`src/pma_pkg.sv`:
```
`timescale 1ns / 1ps
// ----------------------------------------------------------------------------
// Path moving average package
// Shared widths, reset values and the command and status bundles that pass
// between the controller and the datapath.
// ----------------------------------------------------------------------------
package pma_pkg;

    // Field widths of the point and result items.
    localparam int COORD_W = 32;
    localparam int STAMP_W = 32;

    // Window length register.
    localparam int WIN_LEN_W = 7;
    localparam logic [WIN_LEN_W-1:0] WIN_LEN_RST = 7'd8;

    // Default depth of the point history.
    localparam int MAX_WINDOW_DEF = 64;

    // Commands from the controller to the datapath.
    typedef struct packed {
        logic capture;   // Latch an accepted request.
        logic prepare;   // Apply new-path clearing, wrap index, read oldest slot.
        logic update;    // Update sums, write history, start both dividers.
        logic out_load;  // Move both quotients into the output register.
    } pma_cmd_t;

    // Status from the datapath to the controller.
    typedef struct packed {
        logic div_done;  // Both dividers hold a finished quotient.
        logic out_free;  // The output register can take a new result.
    } pma_status_t;

endpackage

```
`src/pma_ctrl.sv`:
```
`timescale 1ns / 1ps
// ----------------------------------------------------------------------------
// Path moving average controller
// Sequences one request through capture, history read, sum update, division
// and result hand-off.
// ----------------------------------------------------------------------------
module pma_ctrl (
    input  logic                 clk,
    input  logic                 rst_n,
    input  logic                 in_valid,
    output logic                 in_stall,
    input  pma_pkg::pma_status_t status,
    output pma_pkg::pma_cmd_t    cmd
);

    import pma_pkg::*;

    typedef enum logic [3:0] {
        ST_IDLE   = 4'b0001,
        ST_READ   = 4'b0010,
        ST_UPDATE = 4'b0100,
        ST_WAIT   = 4'b1000
    } state_t;

    state_t state_reg;
    state_t state_next;

    // Next state and commands.
    always_comb
    begin
        state_next   = state_reg;
        cmd          = '0;
        unique case (state_reg)
            ST_IDLE:
            begin
                if (in_valid)
                begin
                    cmd.capture = 1'b1;
                    state_next  = ST_READ;
                end
            end
            ST_READ:
            begin
                cmd.prepare = 1'b1;
                state_next  = ST_UPDATE;
            end
            ST_UPDATE:
            begin
                cmd.update = 1'b1;
                state_next = ST_WAIT;
            end
            ST_WAIT:
            begin
                if (status.div_done && status.out_free)
                begin
                    cmd.out_load = 1'b1;
                    state_next   = ST_IDLE;
                end
            end
            default:
            begin
                state_next = ST_IDLE;
            end
        endcase
    end

    // State register.
    always_ff @(posedge clk or negedge rst_n)
    begin
        if (!rst_n)
        begin
            state_reg <= ST_IDLE;
        end
        else
        begin
            state_reg <= state_next;
        end
    end

    assign in_stall = (state_reg != ST_IDLE);

endmodule

```
`config.mk`:
```
export PLATFORM = sky130hd
export DESIGN_NAME = pma_ctrl
export DESIGN_NICKNAME = d
export VERILOG_FILES = /design/src/pma_pkg.sv /design/src/pma_ctrl.sv
export SDC_FILE = /design/constraint.sdc
export NUM_CORES = 1
export LEC_CHECK = 0
export BUFFER_PORTS_ARGS = -buffer_cell sky130_fd_sc_hd__buf_2
export CAP_MARGIN = 20
export CORE_AREA = 2 2 39 41
export DETAILED_ROUTE_END_ITERATION = 16
export DIE_AREA = 0 0 41 43
export PLACE_DENSITY = 0.37
export SYNTH_ARGS = -nofsm -noshare
export SYNTH_HDL_FRONTEND = slang
export SYNTH_SLANG_ARGS = --single-unit
export TNS_END_PERCENT = 50
```
`constraint.sdc`:
```
create_clock -name clk -period 1.17 [get_ports clk]
set_input_delay 0.234 -clock clk [delete_from_list [all_inputs] [get_ports clk]]
set_output_delay 0.234 -clock clk [all_outputs]
set_load 0.01 [all_outputs]
```
==> results of run 1 <==
[path summary, 6_finish.rpt]
kind                              startpoint      endpoint  slack [ns]  depth (start not counted)
worst max-delay path            state_reg[0]        cmd[3]       -0.49                          3
worst min-delay path                in_valid  state_reg[1]        0.30                          3
worst max register to register  state_reg[0]  state_reg[0]       -0.05                          4
worst min register to register  state_reg[2]  state_reg[1]        0.57                          2
max in group asynchronous              rst_n  state_reg[0]        0.63                          2
min in group asynchronous              rst_n  state_reg[2]        0.33                          2
[worst register-to-register path, stage by stage, from the launching register on]
cell       delay, ns
dfstp_2         0.51
buf_4           0.11
nor2b_2         0.04
or3_1           0.36
a2bb2oi_2       0.13
[report_power, final]
part / total [mW] / switching [mW] / internal [mW]
clock: 0.183 / 0.0552 / 0.128
sequential: 0.218 / 0.0252 / 0.193
combinational: 0.489 / 0.208 / 0.281
total: 0.890 / 0.288 / 0.602
[metal layers]
metal	wire length, um	global-route usage
met5	0	0
met4	0	0.08000
met3	12	0.03141
met2	269	0.08750
met1	218	0.08197
[synth_stat cells]
cell,count,area [um2]
dfrtp_1,3,75.07
nor2_1,3,11.26
a21oi_1,2,10.01
nor3b_1,2,15.01
a2bb2oi_1,1,8.760
and3b_1,1,8.760
buf_4,1,7.510
dfstp_2,1,26.28
inv_1,1,3.750
nand2_1,1,3.750
nand3b_1,1,7.510
nor2b_1,1,6.260
nor4b_2,1,15.01
or2_1,1,6.260
or2b_2,1,8.760
or3_1,1,6.260
or4b_4,1,13.76
[cells by family (layout without fill, tap and decap cells)]
family	count (synthesis)	after routing	share of synthesized area
flip-flops	4	4	0.4332
buffers and inverters	2	19	0.04812
AO/OA/AOI/OAI	3	3	0.08022
AND/OR/NAND/NOR	14	14	0.4385
[repair_timing]
action	4_1_cts	5_1_grt
pin swaps	1	0
setup endpoints to repair	7	7
hold buffers	1	0
endpoints found under the hold margin	4	0
gates resized for setup	7	2
[stage by stage]
step | std cells | setup TNS [ns] | util | hold WS, ns
6_report | 56 | -1.951 | 0.2893 | 0.3006
5_1_grt | 56 | -2.377 | 0.2893 | 0.3118
4_1_cts | 56 | -2.114 | 0.2857 | 0.2972
3_5_place_dp | 51 | -0.9481 | 0.2378 | 0.03946
3_3_place_gp | 51 | -0.9754 | 0.2378 | 0.03982
2_1_floorplan | 23 | -0.3587 | - | -0.06159
[area by class of cell]
class,instances,area share
Tap cell,16,0.05000
Inverter,1,0.009375
Multi-Input combinational cell,17,0.3750
Timing Repair Buffer,14,0.2469
Clock buffer,4,0.06563
Sequential cell,4,0.2531
==> impl_metrics.tcl, run 1 <==
set metrics [dict create \
    antenna_cells 0 \
    nets 46 \
    final_area_um2 400.4 \
    yosysUniqueCellTypes 17 \
    largest_reg_flops 4 \
    yosysSeqAreaShare 0.4332 \
    slowest_delay_ns 0.51 \
    fillers 157 \
    hold_viol_final 0 \
    root_buffer "clkbuf_4" \
    critPathArrivalTime_ns 1.42 \
    yosys_warnings 0 \
    cts_buffers 3 \
    ant_nets 0 \
    drv_cap 0 \
    drt_iter0_markers 2 \
    worst_pin_slew_ns 0.1812 \
    grtUsageTotal 0.07172 \
    drc 0 \
    post_drt_wl_per_cell_um 8.946 \
    start_util 0.1691 \
    slew_headroom 0.8789 \
    grt_overflow 0 \
    cts_tree "done" \
    cellPowerDensity_mw_per_mm2 2223 \
    cts_setup_buffers 0 \
    synth_cells 23 \
    start_kind "flop" \
    via_per_inst 3.839 \
    clock_sinks 4 \
    grt_pass1_wl_um 772 \
    setup_viol 7 \
    violations "negative setup slack" \
    p_leak_nw 0.1904 \
    cp.required_ns 0.94 \
    final-seq-area_um2 101.3 \
    avgSynthCellArea_um2 10.17 \
    ir_drop_v 0.0007042 \
    place_ws_ns -0.2703 \
    period_needed_ns 1.658 \
    critical_path_class "flop to output port" \
    cp.buffers_inverters 1 \
    cts_max_path_buffers 2 \
    crit_chain "or4b_4 > nor2_4 > buf_6" \
    io_buffers 9 \
    multi_input_area_um2 150.1 \
    syn-cell-area_um2 234.0 \
    finalWorstSetupSlack_ns -0.4876 \
    grt_pass1_vias 210 \
    ios 10 \
    firstDrtPassIters 2 \
    path_delay_family "simple AND/OR/NAND/NOR gates" \
    synth_seq_cells 4 \
    finalMaxSlewViolations 0 \
    critPathSlowestCell "dfstp_2" \
    dr_total_vias 215 \
    power.total_mw 0.8900 \
    rsz0062_at_grt "yes" \
    rows 14 \
    layout_commonest_cell "buf_2" \
    status "finished with violations" \
    h-tree-depth 1 \
    fp.dieH_um 43 \
    synth_nets 28 \
    die_w_um 41 \
    area_growth_pct 71.12 \
    die_area_mm2 0.001763 \
    path_max_fanout 3 \
    antenna_found_initial 0 \
    gp_congestion 0.6463 \
    core_area_mm2 0.001384 \
    fmax_mhz 603.3 \
    wl_um 501 \
    path_clk_slew_ns 0.04 \
    grt_max_degree 8 \
    period_share 1.417 \
    fin_skew_ns 0.006561 \
    cp-end-kind "output port" \
    hpwl_um 390.8 \
    layout_common_cells "8 x buf_2, 3 x clkbuf_4, 3 x buf_6, 3 x dfrtp_1" \
    drive_gt1_frac 0.6500 \
    hp-class "input port to flop" \
    dpl-instance-area_um2 329.1 \
    insertion_delay_ns 0.23 \
]
Note: power is estimated with default switching activity, not from simulation.
==> inputs of run 2 (changes only) <==
- PLACE_DENSITY: 0.37 -> 0.36
- clock period: 1.17 -> 2.05 ns (I/O delays scaled with it)
==> run 2 against run 1 <==
The run now ends clean. Via count down 4.7%. Final cell count down 7.1%. Sequential cell count unchanged. Worst setup slack better by 0.67 ns. Sequential power down 37%. Clock skew up 0.0016 ns. Utilization down 5.2 points. Register-to-register slack better by 0.90 ns. Sequential share of layout area up 5.6 points. Global-route usage down 0.82 points. Power down 55%. Largest cell class unchanged. Highest routed layer unchanged.
==> impl_metrics.tcl, run 2 (synthesis results as in run 1) <==
set metrics [dict create \
    status "finished clean" \
    dr_total_vias 205 \
    pwr-share-seq 0.341 \
    worstHoldPathCells 3 \
    die_w_um 41 \
    grt_pass1_vias 206 \
    crit_chain "or4b_4 > nor2_1 > buf_2" \
    finalMaxSlewViolations 0 \
    cp-end-kind "output port" \
    io_buffers 9 \
    fp.dieH_um 43 \
    cts_setup_buffers 0 \
    antenna_found_initial 0 \
    worstHoldEndpoint "state_reg[1]" \
    ios 10 \
    die_area_mm2 0.001763 \
    fin_skew_ns 0.008205 \
    drive_gt1_frac 0.4444 \
    largest_reg_flops 4 \
    dpl-instance-area_um2 291.5 \
    rsz0062_at_grt "no" \
    grt_max_degree 9 \
    r2r_slack_ns 0.85 \
    gp_congestion 0.6465 \
    ir_drop_v 0.0003564 \
    cts_max_path_buffers 2 \
    path_clk_slew_ns 0.04 \
    antenna_cells 0 \
    wl_um 449 \
    layout_common_cells "9 x buf_2, 3 x nor2_1, 3 x clkbuf_4, 3 x dfrtp_1" \
    path_max_fanout 8 \
    post_drt_wl_per_cell_um 8.635 \
    clockPowerShare 0.260 \
    drt_iter0_markers 0 \
    cts_tree "done" \
    layout_commonest_cell "buf_2" \
    setup_viol 0 \
    ant_nets 0 \
    slowest_delay_ns 0.55 \
    period_needed_ns 1.871 \
    grtUsageTotal 0.06351 \
    fillers 170 \
    area_growth_pct 40.11 \
    finalSetupTns_ns 0 \
    reg2regPathDepth 2 \
    firstDrtPassIters 1 \
    worst_pin_slew_ns 0.2482 \
    r2r_end "state_reg[1]" \
    comb_power_share 0.399 \
    clock_sinks 4 \
    via_per_inst 3.942 \
    cp.required_ns 1.64 \
    final-seq-area_um2 101.3 \
    root_buffer "clkbuf_4" \
    holdCritStartpoint "in_valid" \
    final_area_um2 327.8 \
    multi_input_area_um2 121.4 \
    grt_overflow 0 \
    drc 0 \
    insertion_delay_ns 0.23 \
    slew_headroom 0.8345 \
    h-tree-depth 1 \
    cellPowerDensity_mw_per_mm2 1231 \
    hp-class "input port to flop" \
    critical_path_class "flop to output port" \
    grt_pass1_wl_um 724 \
    nets 42 \
    p_int_mw 0.2718 \
    r2r-start "state_reg[2]" \
    drv_cap 0 \
    critPathSlowestCell "or4b_4" \
    start_util 0.1691 \
    critPathArrivalTime_ns 1.46 \
    switching_share 0.3263 \
    rows 14 \
    period_share 0.9124 \
    p_leak_nw 0.1574 \
    fmax_mhz 534.6 \
    hold_viol_final 0 \
    start_kind "flop" \
    p_switching_mw 0.1316 \
    core_area_mm2 0.001384 \
    cts_buffers 3 \
]
==> run 2: cell type report <==
class                           count  area share
Clock buffer                        4     0.08015
Inverter                            1     0.01145
Multi-Input combinational cell     17      0.3702
Sequential cell                     4      0.3092
Tap cell                           16     0.06107
Timing Repair Buffer               10      0.1679
==> run 2: metal layers <==
metal / routed length (um) / GRT usage / vias to the layer above
li1: - / - / 105
met1: 191 / 0.07492 / 97
met2: 241 / 0.08750 / 3
met3: 15 / 0.01571 / 0
met4: 0 / 0.06000 / 0
met5: 0 / 0 / -
==> run 2: power by group through the flow <==
stage,Combinational [mW],Clock (mW),Sequential (mW)
floorplan,0.126,0,0.131
global route,0.181,0.112,0.143
CTS,0.166,0.112,0.138
detailed placement,0.164,0,0.139
finish,0.161,0.105,0.138
global placement,0.164,0,0.139
==> run 2: worst max-delay path: cells and delay by family, from the launching register on <==
kind          cells  cell delay [ns]
simple gates      2             0.64
flops             1             0.45
buf+inv           1             0.13
==> run 2: timing repair <==
action	4_1_cts	5_1_grt
gates resized for setup	0	0
hold buffers	1	0
hold endpoints to repair	3	0
==> run 2: metrics by stage <==
step / cells / hold WS, ns / utilization / setup slack, ns / power (mW)
2_1_floorplan: 23 / 0.1144 / - / 0.4492 / 0.2565
3_3_place_gp: 47 / 0.2160 / 0.2107 / 0.4310 / 0.3031
3_5_place_dp: 47 / 0.2173 / 0.2107 / 0.4240 / 0.3029
4_1_cts: 52 / 0.4244 / 0.2369 / 0.1626 / 0.4152
5_1_grt: 52 / 0.4410 / 0.2369 / 0.09631 / 0.4366
6_report: 52 / 0.4304 / 0.2369 / 0.1795 / 0.4035
==> run 2: how the worst max path moves through the flow <==
stage / start / end / slack (ns) / cells past startpoint
floorplan: state_reg[0] / cmd[3] / 0.45 / 2
global placement: state_reg[3] / cmd[3] / 0.43 / 3
detailed placement: state_reg[0] / cmd[3] / 0.42 / 3
CTS: state_reg[3] / cmd[3] / 0.16 / 3
global route: state_reg[3] / cmd[3] / 0.1 / 3
finish: state_reg[2] / cmd[3] / 0.18 / 3
==> inputs of run 3 (changes only) <==
- CELL_PAD_IN_SITES_DETAIL_PLACEMENT: unset -> 0
- CELL_PAD_IN_SITES_GLOBAL_PLACEMENT: unset -> 1
- PLACE_DENSITY: 0.36 -> 0.45
==> run 3 against run 2 <==
Power is 0.58% higher. First-iteration DRC count unchanged. Non-clock buffer count did not move. Maximum frequency decreased by 0.13%. Design area unchanged. Hold slack got worse by 0.011 ns. Global-route usage rose by 0.61 points. Clock power is essentially flat. Sequential share of layout area did not move. Final cell count unchanged.
==> impl_metrics.tcl, run 3 (synthesis results as in run 1) <==
set metrics [dict create \
    rsz0062_at_grt "no" \
    fmax_mhz 533.9 \
    grt_overflow 0 \
    wl_um 464 \
    clock_sinks 4 \
    grtUsageTotal 0.06963 \
    start_util 0.1691 \
    drv_cap 0 \
    cts_tree "done" \
    path_max_fanout 8 \
    dpl.cell_count 47 \
    die_w_um 41 \
    finalMaxSlewViolations 0 \
    period_needed_ns 1.873 \
    ios 10 \
    nets 42 \
    cts_setup_buffers 0 \
    finalWorstSetupSlack_ns 0.1770 \
    die_area_mm2 0.001763 \
    critical_path_class "flop to output port" \
    layout_commonest_cell "buf_2" \
    h-tree-depth 1 \
    dr_total_vias 201 \
    firstDrtPassIters 1 \
    finalSetupTns_ns 0 \
    cellPowerDensity_mw_per_mm2 1238 \
    dpl-instance-area_um2 291.5 \
    antenna_found_initial 0 \
    fin_skew_ns 0.004839 \
    root_buffer "clkbuf_4" \
    layout_common_cells "9 x buf_2, 3 x nor2_1, 3 x clkbuf_4, 3 x dfrtp_1" \
    largest_reg_flops 4 \
    hold-worst-slack_ns 0.4190 \
    fin_cells 52 \
    cts_buffers 3 \
    ir_drop_v 0.0003682 \
    io_buffers 9 \
    drt_iter0_markers 0 \
    gp_congestion 0.6150 \
    grt_pass1_wl_um 752 \
    post_cts_resized 0 \
    cp-end-kind "output port" \
    p_leak_nw 0.1574 \
    fillers 166 \
    worst_pin_slew_ns 0.2382 \
    hold_viol_final 0 \
    path_clk_slew_ns 0.04 \
    post_drt_wl_per_cell_um 8.923 \
    core_area_mm2 0.001384 \
    ant_nets 0 \
    via_per_inst 3.865 \
    insertion_delay_ns 0.23 \
    rows 14 \
    hpwl_um 353.6 \
    grt_max_degree 9 \
    status "finished clean" \
    final_area_um2 327.8 \
    drc 0 \
    start_kind "flop" \
    antenna_cells 0 \
    slew_headroom 0.8412 \
    area_growth_pct 40.11 \
    cp.required_ns 1.64 \
    cts_max_path_buffers 2 \
    place_ws_ns 0.4155 \
    drive_gt1_frac 0.4444 \
    period_share 0.9137 \
    hp-class "input port to flop" \
    fp.dieH_um 43 \
    critPathArrivalTime_ns 1.46 \
    setup_viol 0 \
    grt_pass1_vias 202 \
]
## run 3: cell counts in the layout (fill, tap and decap cells not counted)
Identical to the previous run, type by type.
## run 3: layer usage
| layer | part of all wire | track usage | vias up |
|---|---|---|---|
| li1 | - | - | 106 |
| met4 | 0 | 0.1000 | 0 |
| met1 | 0.46 | 0.07843 | 89 |
| met5 | 0 | 0 | - |
| met2 | 0.46 | 0.08438 | 6 |
| met3 | 0.078 | 0.01571 | 0 |
## run 3: cell type report
type                            count  area (um2)  share of cell area
Timing Repair Buffer               10       55.05              0.1679
Multi-Input combinational cell     17       121.4              0.3702
Sequential cell                     4       101.3              0.3092
Clock buffer                        4       26.28             0.08015
Inverter                            1       3.754             0.01145
Tap cell                           16       20.02             0.06107
## run 3: where the power goes
| group | internal, mW | switching (mW) | total [mW] |
|---|---|---|---|
| sequential | 0.111 | 0.0284 | 0.139 |
| combinational | 0.0883 | 0.0734 | 0.162 |
| clock | 0.0730 | 0.0321 | 0.105 |
| total | 0.272 | 0.134 | 0.406 |
## run 3: path summary, 6_finish.rpt
check                                  start  cells past startpoint           end  slack [ns]
worst max-delay path            state_reg[2]                      3        cmd[3]        0.18
worst max register to register  state_reg[2]                      2  state_reg[1]        0.87
max in group asynchronous              rst_n                      2  state_reg[0]        1.34
worst min-delay path                in_valid                      3  state_reg[1]        0.42
min in group asynchronous              rst_n                      2  state_reg[2]        0.50
worst min register to register  state_reg[3]                      1  state_reg[2]        0.56
## run 3: worst max-delay path: stages, from the launching register on
cell	delay [ns]
dfrtp_1	0.45
or4b_4	0.55
nor2_1	0.10
buf_2	0.13
## run 3: per-stage QoR
step                total power, mW  utilization
floorplan                    0.2565            -
global placement             0.3044       0.2107
detailed placement           0.3031       0.2107
CTS                          0.4185       0.2369
global route                 0.4407       0.2369
finish                       0.4058       0.2369
## run 3: timing repair
item / 4_1_cts / 5_1_grt
endpoints found under the setup margin: 0 / 0
hold buffers: 1 / 0
endpoints found under the hold margin: 3 / 0
